===== config.mk =====
export PLATFORM = sky130hd
export DESIGN_NAME = escaped_string_printer_top
export DESIGN_NICKNAME = d
export VERILOG_FILES = /design/src/rtl/esp_pkg.sv /design/src/rtl/esp_render.sv /design/src/rtl/escaped_string_printer_top.sv
export SDC_FILE = /design/constraint.sdc
export NUM_CORES = 1
export LEC_CHECK = 0
export BUFFER_PORTS_ARGS = -buffer_cell sky130_fd_sc_hd__buf_2
export CAP_MARGIN = 10
export CORE_MARGIN = 3
export CORE_UTILIZATION = 43
export DETAILED_ROUTE_END_ITERATION = 10
export PLACE_DENSITY = 0.7
export SYNTH_ARGS = -nofsm -noshare
export SYNTH_HDL_FRONTEND = slang
export SYNTH_SLANG_ARGS = --single-unit
export TNS_END_PERCENT = 100

===== constraint.sdc =====
create_clock -name clk -period 10.1 [get_ports clk]
set_input_delay 2.525 -clock clk [delete_from_list [all_inputs] [get_ports clk]]
set_output_delay 2.525 -clock clk [all_outputs]
set_load 0.01 [all_outputs]

===== src/rtl/esp_pkg.sv =====
`timescale 1ns / 1ps
// ----------------------------------------------------------------------------
// esp_pkg: shared types and constants of the escaped string printer
// Field widths, mode and register codes, character constants and the
// structs that travel between the render logic and the top level.
// ----------------------------------------------------------------------------
package esp_pkg;

    // Field and register widths.
    localparam int MODE_W      = 2;
    localparam int BYTE_W      = 8;
    localparam int MAX_WIDTH_W = 17;
    localparam int USED_W      = 18;
    localparam int CFG_INDEX_W = 1;
    localparam int CFG_DATA_W  = MAX_WIDTH_W;

    // Buffer room for one item: opening quote, escape, closing quote
    // and the truncation mark, though one item never holds all four.
    localparam int CHARS_MAX = 11;
    localparam int COUNT_W   = $clog2(CHARS_MAX + 1);
    localparam int POS_W     = $clog2(CHARS_MAX);

    // Register reset values.
    localparam logic [MAX_WIDTH_W-1:0] MAX_WIDTH_RESET    = MAX_WIDTH_W'(40);
    localparam logic                   QUOTE_ENABLE_RESET = 1'b1;

    // Register indexes.
    localparam logic [CFG_INDEX_W-1:0] REG_MAX_WIDTH    = CFG_INDEX_W'(0);
    localparam logic [CFG_INDEX_W-1:0] REG_QUOTE_ENABLE = CFG_INDEX_W'(1);

    // Input modes; the fourth code is reserved and ignored.
    localparam logic [MODE_W-1:0] MODE_DATA  = 2'd0;
    localparam logic [MODE_W-1:0] MODE_EMPTY = 2'd1;
    localparam logic [MODE_W-1:0] MODE_NULL  = 2'd2;
    localparam logic [MODE_W-1:0] MODE_RSVD  = 2'd3;

    // Characters.
    localparam logic [7:0] CH_QUOTE  = 8'h22;
    localparam logic [7:0] CH_BSLASH = 8'h5C;
    localparam logic [7:0] CH_LBRACK = 8'h5B;
    localparam logic [7:0] CH_RBRACK = 8'h5D;
    localparam logic [7:0] CH_DOT    = 8'h2E;
    localparam logic [7:0] CH_LPAREN = 8'h28;
    localparam logic [7:0] CH_RPAREN = 8'h29;
    localparam logic [7:0] CH_N      = 8'h6E;
    localparam logic [7:0] CH_U      = 8'h75;
    localparam logic [7:0] CH_L      = 8'h6C;

    typedef struct packed {
        logic [MODE_W-1:0] mode;
        logic [BYTE_W-1:0] data_byte;
        logic              is_final;
    } in_item_t;

    typedef struct packed {
        logic [7:0] out_char;
        logic       run_last;
        logic       text_end;
    } out_item_t;

    // Per-string state carried from item to item.
    typedef struct packed {
        logic [USED_W-1:0] used_width;
        logic              started;
        logic              dropping;
    } str_state_t;

    // Rendered characters of one item.
    typedef struct packed {
        logic [CHARS_MAX-1:0][7:0] chars;
        logic [COUNT_W-1:0]        count;
        logic                      ends;
    } render_t;

endpackage


===== src/rtl/esp_render.sv =====
`timescale 1ns / 1ps
// ----------------------------------------------------------------------------
// esp_render: renders one input item into its output characters
// Pure combinational logic: from the string state, the registers and one
// item it gives the character list, its length and the next string state.
// ----------------------------------------------------------------------------
module esp_render
(
    input  esp_pkg::str_state_t              state,
    input  esp_pkg::in_item_t                item,
    input  logic [esp_pkg::MAX_WIDTH_W-1:0]  max_width,
    input  logic                             quote_enable,
    output esp_pkg::render_t                 result,
    output esp_pkg::str_state_t              state_next
);

    logic [esp_pkg::USED_W-1:0] limit;
    logic [esp_pkg::USED_W:0]   sum;
    logic [esp_pkg::USED_W-1:0] width_new;
    logic                       plain;
    logic [esp_pkg::BYTE_W-1:0] b;

    assign limit = {1'b0, max_width};
    assign b     = item.data_byte;
    assign plain = ((b >= 8'h20) && (b <= 8'h7E)) || ((b >= 8'h09) && (b <= 8'h0D));

    // Saturating count after this byte.
    always_comb
    begin
        sum = {1'b0, state.used_width} + (plain ? 19'd1 : 19'd3);
        width_new = sum[esp_pkg::USED_W] ? {esp_pkg::USED_W{1'b1}}
                                         : sum[esp_pkg::USED_W-1:0];
    end

    // Character list and state update, appended one character at a time.
    always_comb
    begin
        logic [esp_pkg::COUNT_W-1:0] pos;
        logic                        trunc;
        pos          = '0;
        trunc        = 1'b0;
        result.chars = '0;
        result.ends  = 1'b0;
        state_next   = state;
        unique case (item.mode)
            esp_pkg::MODE_EMPTY:
            begin
                state_next = '0;
                result.ends = 1'b1;
                if (quote_enable)
                begin
                    result.chars[0] = esp_pkg::CH_QUOTE;
                    result.chars[1] = esp_pkg::CH_QUOTE;
                    pos = esp_pkg::COUNT_W'(2);
                end
            end
            esp_pkg::MODE_NULL:
            begin
                state_next = '0;
                result.ends = 1'b1;
                result.chars[0] = esp_pkg::CH_LPAREN;
                result.chars[1] = esp_pkg::CH_N;
                result.chars[2] = esp_pkg::CH_U;
                result.chars[3] = esp_pkg::CH_L;
                result.chars[4] = esp_pkg::CH_L;
                result.chars[5] = esp_pkg::CH_RPAREN;
                pos = esp_pkg::COUNT_W'(6);
            end
            esp_pkg::MODE_RSVD:
            begin
                state_next = state;
            end
            esp_pkg::MODE_DATA:
            begin
                if (state.dropping)
                begin
                    // Remaining bytes of a truncated string are dropped.
                    if (item.is_final)
                    begin
                        state_next = '0;
                    end
                end
                else
                begin
                    state_next.started = 1'b1;
                    if (!state.started && quote_enable)
                    begin
                        result.chars[pos[esp_pkg::POS_W-1:0]] = esp_pkg::CH_QUOTE;
                        pos = pos + 1'b1;
                    end
                    if (state.used_width >= limit)
                    begin
                        // Limit already reached: this byte is not shown.
                        trunc = 1'b1;
                        result.ends = 1'b1;
                        if (item.is_final)
                        begin
                            state_next = '0;
                        end
                        else
                        begin
                            state_next.dropping = 1'b1;
                        end
                    end
                    else
                    begin
                        state_next.used_width = width_new;
                        if (plain)
                        begin
                            result.chars[pos[esp_pkg::POS_W-1:0]] = b;
                            pos = pos + 1'b1;
                        end
                        else if (width_new < limit)
                        begin
                            result.chars[pos[esp_pkg::POS_W-1:0]] = esp_pkg::CH_BSLASH;
                            pos = pos + 1'b1;
                            result.chars[pos[esp_pkg::POS_W-1:0]] = {6'b001100, b[7:6]};
                            pos = pos + 1'b1;
                            result.chars[pos[esp_pkg::POS_W-1:0]] = {5'b00110, b[5:3]};
                            pos = pos + 1'b1;
                            result.chars[pos[esp_pkg::POS_W-1:0]] = {5'b00110, b[2:0]};
                            pos = pos + 1'b1;
                        end
                        if (item.is_final)
                        begin
                            result.ends = 1'b1;
                            state_next = '0;
                            if (quote_enable)
                            begin
                                result.chars[pos[esp_pkg::POS_W-1:0]] = esp_pkg::CH_QUOTE;
                                pos = pos + 1'b1;
                            end
                        end
                        else if (width_new >= limit)
                        begin
                            trunc = 1'b1;
                            result.ends = 1'b1;
                            state_next.dropping = 1'b1;
                        end
                    end
                    // Closing quote and the truncation mark.
                    if (trunc)
                    begin
                        if (quote_enable)
                        begin
                            result.chars[pos[esp_pkg::POS_W-1:0]] = esp_pkg::CH_QUOTE;
                            pos = pos + 1'b1;
                        end
                        result.chars[pos[esp_pkg::POS_W-1:0]] = esp_pkg::CH_LBRACK;
                        pos = pos + 1'b1;
                        result.chars[pos[esp_pkg::POS_W-1:0]] = esp_pkg::CH_DOT;
                        pos = pos + 1'b1;
                        result.chars[pos[esp_pkg::POS_W-1:0]] = esp_pkg::CH_DOT;
                        pos = pos + 1'b1;
                        result.chars[pos[esp_pkg::POS_W-1:0]] = esp_pkg::CH_DOT;
                        pos = pos + 1'b1;
                        result.chars[pos[esp_pkg::POS_W-1:0]] = esp_pkg::CH_RBRACK;
                        pos = pos + 1'b1;
                    end
                end
            end
            default:
            begin
                state_next = state;
            end
        endcase
        result.count = pos;
    end

endmodule


===== src/rtl/escaped_string_printer_top.sv =====
`timescale 1ns / 1ps
// ----------------------------------------------------------------------------
// escaped_string_printer_top: escaped string printer
// Renders strings byte by byte as printable text with octal escapes,
// optional quotes and truncation at a configurable width limit.
// ----------------------------------------------------------------------------
//
//  Channel   Handshake             Payload        Direction
//  in        in_valid / in_stall   in_data        into block, one item
//  out       out_valid / out_stall out_data       out of block, one character
//  cfg       cfg_we                cfg_index/data into block, register write
//
// An accepted item is held in the input register, is rendered in a single
// pass into the character buffer and leaves at one character per cycle
// while out_stall is low, so an item of n characters takes n transfers
// (four for an escape, up to eight with quotes and truncation mark);
// the output channel sets the rate. Items that yield nothing put no
// character out. Reset clears the string state, both registers to their
// defaults and all valid flags. A stall on the output holds the current
// character and backs up into in_stall once the input register is full.
//
module escaped_string_printer_top
(
    input  logic                             clk,
    input  logic                             rst_n,
    input  logic                             cfg_we,
    input  logic [esp_pkg::CFG_INDEX_W-1:0]  cfg_index,
    input  logic [esp_pkg::CFG_DATA_W-1:0]   cfg_data,
    input  logic                             in_valid,
    output logic                             in_stall,
    input  esp_pkg::in_item_t                in_data,
    output logic                             out_valid,
    input  logic                             out_stall,
    output esp_pkg::out_item_t               out_data
);

    logic [esp_pkg::MAX_WIDTH_W-1:0] max_width_reg;
    logic                            quote_enable_reg;
    logic                            in_full_reg;
    logic                            in_full_next;
    esp_pkg::in_item_t               in_item_reg;
    esp_pkg::str_state_t             state_reg;
    esp_pkg::str_state_t             state_next;
    esp_pkg::render_t                render;
    logic [esp_pkg::CHARS_MAX-1:0][7:0] chars_reg;
    logic [esp_pkg::COUNT_W-1:0]     count_reg;
    logic [esp_pkg::COUNT_W-1:0]     idx_reg;
    logic                            ends_reg;
    logic                            buf_valid_reg;
    logic                            in_accept;
    logic                            out_done;
    logic                            is_last;
    logic                            buf_free;
    logic                            move;

    // Configuration registers.
    always_ff @(posedge clk or negedge rst_n)
    begin
        if (!rst_n)
        begin
            max_width_reg    <= esp_pkg::MAX_WIDTH_RESET;
            quote_enable_reg <= esp_pkg::QUOTE_ENABLE_RESET;
        end
        else if (cfg_we)
        begin
            if (cfg_index == esp_pkg::REG_MAX_WIDTH)
            begin
                max_width_reg <= cfg_data;
            end
            else if (cfg_index == esp_pkg::REG_QUOTE_ENABLE)
            begin
                quote_enable_reg <= cfg_data[0];
            end
        end
    end

    // Handshake: the input register moves on when the buffer is empty or
    // its last character is being transferred.
    assign is_last   = (idx_reg == count_reg - 1'b1);
    assign out_done  = out_valid && !out_stall;
    assign buf_free  = !buf_valid_reg || (out_done && is_last);
    assign move      = in_full_reg && buf_free;
    assign in_stall  = in_full_reg && !buf_free;
    assign in_accept = in_valid && !in_stall;

    assign in_full_next = in_accept ? 1'b1 : (move ? 1'b0 : in_full_reg);

    // Input register.
    always_ff @(posedge clk or negedge rst_n)
    begin
        if (!rst_n)
        begin
            in_full_reg <= 1'b0;
        end
        else
        begin
            in_full_reg <= in_full_next;
        end
    end

    always_ff @(posedge clk)
    begin
        if (in_accept)
        begin
            in_item_reg <= in_data;
        end
    end

    esp_render u_render
    (
        .state        (state_reg),
        .item         (in_item_reg),
        .max_width    (max_width_reg),
        .quote_enable (quote_enable_reg),
        .result       (render),
        .state_next   (state_next)
    );

    // String state and buffer control.
    always_ff @(posedge clk or negedge rst_n)
    begin
        if (!rst_n)
        begin
            state_reg     <= '0;
            buf_valid_reg <= 1'b0;
            idx_reg       <= '0;
        end
        else if (move)
        begin
            state_reg     <= state_next;
            buf_valid_reg <= (render.count != '0);
            idx_reg       <= '0;
        end
        else if (out_done)
        begin
            if (is_last)
            begin
                buf_valid_reg <= 1'b0;
            end
            else
            begin
                idx_reg <= idx_reg + 1'b1;
            end
        end
    end

    // Character buffer payload.
    always_ff @(posedge clk)
    begin
        if (move)
        begin
            chars_reg <= render.chars;
            count_reg <= render.count;
            ends_reg  <= render.ends;
        end
    end

    // Output payload.
    assign out_valid         = buf_valid_reg;
    assign out_data.out_char = chars_reg[idx_reg[esp_pkg::POS_W-1:0]];
    assign out_data.run_last = is_last;
    assign out_data.text_end = is_last && ends_reg;

    // Checks.
    a_idx_in_range: assert property (@(posedge clk) disable iff (!rst_n)
        buf_valid_reg |-> (idx_reg < count_reg))
        else $error("Buffer index beyond character count.");

    a_end_is_last: assert property (@(posedge clk) disable iff (!rst_n)
        (out_valid && out_data.text_end) |-> out_data.run_last)
        else $error("Text end raised before the last character of an item.");

    a_drop_started: assert property (@(posedge clk) disable iff (!rst_n)
        state_reg.dropping |-> state_reg.started)
        else $error("Dropping state outside an open string.");

    a_width_started: assert property (@(posedge clk) disable iff (!rst_n)
        (state_reg.used_width != '0) |-> state_reg.started)
        else $error("Width count held outside an open string.");

endmodule


# Yosys cells after proc, flatten, opt, wreduce, memory -nomap -nowiden

Cells that the tools add are included.

Word-level logic and storage cells: 240
Bits of input ports: 34
Register bits after elaboration: 148
Output and inout bits: 12

$lt $le $gt $ge: 30
Bitwise operators: 27
Add/subtract/negate cells: 14
Multiplexer cells: 97
Reduce and logical (&&, ||, !) cells: 41
Equality and inequality tests: 7

Operator list:

| operator                                                               | count |
|---|---|
| 88-bit 2-to-1 mux                                                      | 15 |
| 88-bit bitwise mux                                                     | 4 |
| 8-bit demux with 4-bit select                                          | 11 |
| 44-bit inverter                                                        | 4 |
| 44-bit bitwise AND                                                     | 3 |
| 66-bit bitwise AND                                                     | 2 |
| 66-bit inverter                                                        | 2 |
| 44-bit bitwise OR                                                      | 3 |
| 8-bit 2-to-1 mux                                                       | 14 |
| 55-bit bitwise OR                                                      | 2 |
| 4-bit 2-to-1 mux                                                       | 21 |
| 33-bit bitwise AND                                                     | 2 |
| 33-bit inverter                                                        | 2 |
| 32-bit case mux with 2 select lines                                    | 1 |
| 4-bit by 5-bit < comparator with 1-bit output (second input constant)  | 12 |
| 20-bit 2-to-1 mux                                                      | 3 |
| 4-bit by 1-bit adder with 4-bit output (second input constant)         | 12 |
| 48-bit 2-to-1 mux                                                      | 1 |
| 16-bit case mux with 3 select lines                                    | 1 |
| 4-bit by 44-bit bitwise AND with 44-bit output                         | 1 |
| 4-bit by 1-bit >= comparator with 1-bit output (second input constant) | 11 |
| 22-bit bitwise OR                                                      | 2 |
| 4-bit by 44-bit bitwise OR with 44-bit output                          | 1 |
| 20-bit case mux with 2 select lines                                    | 1 |
| 33 further kinds                                                       | 85 |

# Logic depth before layout (Yosys ltp)

Depth after elaboration: 38
Depth in mapped cells: 33
Gate-level depth less buffers: 29

# By module

From an unflattened synthesis, not the netlist that was laid out.

Cell total of the unflattened synthesis: 1,135
Area total of the unflattened synthesis: 11,005.6 um^2

Modules (own cells, without submodules):

| module                     | times used | seq. area each (um^2) | area each (um^2) | cells each |
|---|---|---|---|---|
| escaped_string_printer_top | 1          | 4,227.8               | 5,811.8          | 317 |
| esp_render                 | 1          | 0.0                   | 5,193.7          | 818 |

# Least setup slack after synthesis

OpenSTA, ideal clock, no wires.

Path type: register to register
Start point: register in_item_reg[3] in the netlist's numbering
End point: register chars_reg[36] in the netlist's numbering, data pin
Cell stages (with the launch flop): 33
Arrival: 7.342 ns
Period minus slack after synthesis: 7.601 ns
Setup slack: 2.499 ns
Required time: 9.841 ns
Library setup time: 0.259 ns
Path buffers: 3
Cell sequence: edfxtp_1 -> and4_1 -> and4_1 -> nor3_2 -> inv_1 -> ha_1 -> a21oi_1 -> or3_1 -> buf_2 -> nor3_1 -> xnor2_1 -> nand2_1 -> ha_1 -> a21oi_1 -> nor2_1 -> or4_1 -> nor3_1 -> nand2_1 -> nor2_1 -> ha_1 -> and3_1 -> a21oi_1 -> a211oi_1 -> a221oi_1 -> a21oi_2 -> or2_1 -> buf_6 -> xnor2_1 -> a22o_1 -> buf_6 -> mux2_4 -> o21ba_1 -> or2_1

Longest elaborated chain between the ends: 36
Elaborated cells on any way between the ends: 101
Classes of those cells: add/sub (7); order compare (20); mux (52); bitwise (12); reduce/logical (10)

RTL lines:

| element                                                                            | line                              | text |
|---|---|---|
| start: declaration                                                                 | escaped_string_printer_top.sv:41  | `esp_pkg::in_item_t in_item_reg;` |
| start signal: assignment                                                           | escaped_string_printer_top.sv:105 | `in_item_reg <= in_data;` |
| 8-bit by 6-bit >= comparator with 1-bit output (tied with other cells)             | esp_render.sv:25                  | `assign plain = ((b >= 8'h20) && (b <= 8'h7E)) \|\| ((b >= 8'h09) && (b <= 8'h0D));` |
| 1-bit logical AND                                                                  | esp_render.sv:25                  |  |
| 1-bit logical OR *                                                                 | esp_render.sv:25                  |  |
| branches (longest 30 deep; another with 18-bit by 19-bit adder with 19-bit output) | -                                 |  |
| 88-bit 2-to-1 mux *                                                                | esp_render.sv:142                 | `if (trunc)` |
| 48-bit 2-to-1 mux *                                                                | esp_render.sv:75                  | `if (state.dropping)` |
| 32-bit case mux with 2 select lines *                                              | esp_render.sv:45                  | `unique case (item.mode)` |
| end signal: assignment                                                             | escaped_string_printer_top.sv:152 | `chars_reg <= render.chars;` |
| end: declaration                                                                   | escaped_string_printer_top.sv:45  | `logic [esp_pkg::CHARS_MAX-1:0][7:0] chars_reg;` |

Mark *: on every way between the ends. The select of a mux whose other input is x is not followed.
A chain may end at the register's enable or synchronous reset.

# Final worst setup path

Start point: register in_item_reg[1] in the netlist's numbering
End point: register chars_reg[40] in the netlist's numbering, data pin

Longest elaborated chain between the ends: 36
Elaborated cells on any way between the ends: 103
Classes of those cells: add/sub (7); order compare (20); mux (54); bitwise (12); reduce/logical (10)

RTL lines:

| element                                                                            | line |
|---|---|
| branches (longest 33 deep; another with 18-bit by 19-bit adder with 19-bit output) | - |
| 88-bit 2-to-1 mux *                                                                | esp_render.sv:142 |
| 48-bit 2-to-1 mux *                                                                | esp_render.sv:75 |
| 32-bit case mux with 2 select lines *                                              | esp_render.sv:45 |

Marks and branches as above.

==> metrics.cfg <==
[placed_design]
detailed_place_hpwl_um = 21000
placed_area_mm2 = 0.0102
post-place-cells = 1369
gp_congestion = 0.972
io_buffers = 45
pre_cts_ws_ns = 0.864

[worst_setup_path]
end_kind = flop
start_kind = flop
rr_worst_depth = 26
cp_max_fo = 15
rr_endpoint = chars_reg[40]$_SDFFCE_PN0P_
crit-reg2reg-launch = in_item_reg[1]$_DFFE_PP_
crit_path_top_delay_cell = o311ai_1
cp_slowest_stage_delay_ns = 0.81
required_ns = 10.27
r2r_slack_ns = 0.84
worst-setup-path-type = flop to flop
arrival_ns = 9.42

[floorplanning]
floorplan.core_area_mm2 = 0.0221
fp.dieArea_mm2 = 0.0246
io_pins = 46
die_y_um = 157
start_util_pct = 44.4
die_w_um = 157
rows = 54

[sta]
fin_setup_tns_ns = 0
fin_crit_sh_pct = 91.6
slew_violations = 0
relSlewSlack_pct = 29.9
rsz0062_at_grt = false
finalSetupViolations = 0
fin_crit_ns = 9.26
skew_ns = 0.0120
fmax_mhz = 108
tightestPinTransition_ns = 1.05
setup_ws_ns = 0.844
hold_violations = 0

[routing]
drt_iter0_drc = 1116
num_vias = 8848
vias_per_cell = 6.31
antenna_left = 0
remaining_drc_errors = 0
post_drt_wl_per_cell_um = 20.9
drt_wl_total_um = 29300
drtPass1Iterations = 5

[final_layout]
fin_area_mm2 = 0.0108
area_growth_pct = 9.97
largest_reg_flops = 70
final_cells = 1402
final_common_cell = nand2_1
drive_gt1_share_pct = 11.9
final_cell_mix = 151 x nand2_1, 89 x o21ai_0, 86 x edfxtp_1, 81 x a21oi_1, 81 x nor2_1
fin_nets = 1206
n_antenna_cell = 0

[hold_path]
min_path_type = flop to flop
hold_depth = 2
min_to = max_width_reg[3]$_DFFE_PN1P_
worstHoldStart = max_width_reg[3]$_DFFE_PN1P_

[pwr]
cellPowerDensity_mw_per_mm2 = 360
p_total_uw = 3880
ir_drop_uv = 149
leakage_uw = 0.00444

[global_route]
grt_usage_pct = 24.1
grt_pass1_wl_um = 46800
grt.overflow.total = 0
grt_pass1_vias = 8513
busiest_layer = met2
antenna_found_initial = 0
grt_max_degree = 76
met3_usage_pct = 4.23
grt_use_met1_pct = 32.5
grt_use_met2_pct = 39.2

[yosys]
syn_inst = 1095
synth_top_area_share_pct = 26.4
synth-seq-cells = 130
synth_top_area_cell = edfxtp_1
synth_edf_count = 86
synth_area_mm2 = 0.00980
yosys_most_used_dff = edfxtp_1
ys_async_sr_fraction_pct = 33.8
yosysWarningCount = 0
synth.distinct_cells = 86
ys_seq_area_share_pct = 37.6
synth_area_per_cell_um2 = 8.95
synth_area_leaders = edfxtp_1 26%, dfrtp_1 10%, ha_1 7.9%

[clock_tree]
cts_buffers = 17
clk_pin_slew_ns = 0.06
cts-root-buf = clkbuf_16
tritoncts = done
cts_sinks = 130
htree_num_levels = 4
post-cts-setup-buffers = 0
clockBufferDepth = 2
clock_latency_ns = 0.43

[status]
status = completed

[job]
maxCapViolCount = 0

-- synthesized netlist by cell type, types with 6 or more instances --
cell      count
nand2_1     151
o21ai_0      89
edfxtp_1     86
nor2_1       82
a21oi_1      81
ha_1         62
clkbuf_1     51
inv_1        44
dfrtp_1      41
nand3_1      27
xnor2_1      25
a22o_1       23
nor3_1       22
a21o_1       17
and3_1       15
mux4_2       14
a211oi_1     13
nor2b_1      13
nand2b_1     12
a31oi_1      11
and2_1       10
mux2i_1      10
or3_1        10
nand4_1       9
nor4_1        8
o31ai_1       8
xor2_1        8
a311oi_1      7
a211o_1       6
a221oi_1      6
o211ai_1      6
-- cells by family after synthesis --
group	count (synthesis)	synth area share (%)
other	1	0.0383
buffers and inverters	107	4.40
adders and majority gates	63	8.12
xor gates and xnor gates	34	3.18
muxes	28	4.74
DFF	130	37.6
and+or+nand+nor	386	18.5
AOI/OAI and AO/OA	346	23.4
-- worst max-delay path, delay by kind of cell (launching register included) --
family                     cells  cell delay (ns)
AOI/OAI and AO/OA              8             2.50
xor gates and xnor gates       1             0.32
DFF                            1             0.52
adders and majority gates      3             1.08
and+or+nand+nor               14             4.57
-- report_power, final --
| part | internal [uW] | switching (uW) | leakage [uW] |
|---|---|---|---|
| Sequential | 767 | 91.7 | 0.00136 |
| Clock | 343 | 254 | 0.000273 |
| Combinational | 806 | 1620 | 0.00281 |
| Total | 1920 | 1960 | 0.00444 |
-- stage by stage --
| step | hold slack [ns] | utilization [%] |
|---|---|---|
| finish | 0.550 | 48.8 |
| global route | 0.594 | 48.8 |
| CTS | 0.559 | 48.7 |
| detailed placement | 0.544 | 46.2 |
| global placement | 0.545 | 46.2 |
| floorplan | 0.505 | - |
-- per-layer routing --
layer | routed length, um | part of all wire, %
met5 | 0 | 0
met4 | 815 | 2.8
met3 | 2170 | 7.4
met2 | 13900 | 47
met1 | 12400 | 42
-- final cells by class --
type / count / area [um2]
fillers: 2069 / 11300
multi-input cells: 859 / 5710
clock inverters: 10 / 73.8
flip-flops and latches: 130 / 3690
inverters: 46 / 173
clock buffers: 22 / 485
well taps: 280 / 350
repair buffers: 55 / 300
-- repair_timing --
item | 4_1_cts | 5_1_grt
resized for setup | 0 | 3
hold buffers | 0 | 0
setup endpoints to repair | 0 | 5
-- worst max-delay path by stage --
stage	start	endpoint	slack, ns
global route	in_item_reg[2]$_DFFE_PP_	chars_reg[40]$_SDFFCE_PN0P_	0.18
floorplan	in_item_reg[3]$_DFFE_PP_	chars_reg[36]$_SDFFCE_PN0P_	2.50
finish	in_item_reg[1]$_DFFE_PP_	chars_reg[40]$_SDFFCE_PN0P_	0.84
global placement	in_item_reg[3]$_DFFE_PP_	chars_reg[74]$_SDFFCE_PP0P_	1.13
detailed placement	in_item_reg[3]$_DFFE_PP_	chars_reg[45]$_SDFFCE_PN0P_	0.86
CTS	in_item_reg[3]$_DFFE_PP_	chars_reg[45]$_SDFFCE_PN0P_	0.84
Power figures use the tool's default switching activity.
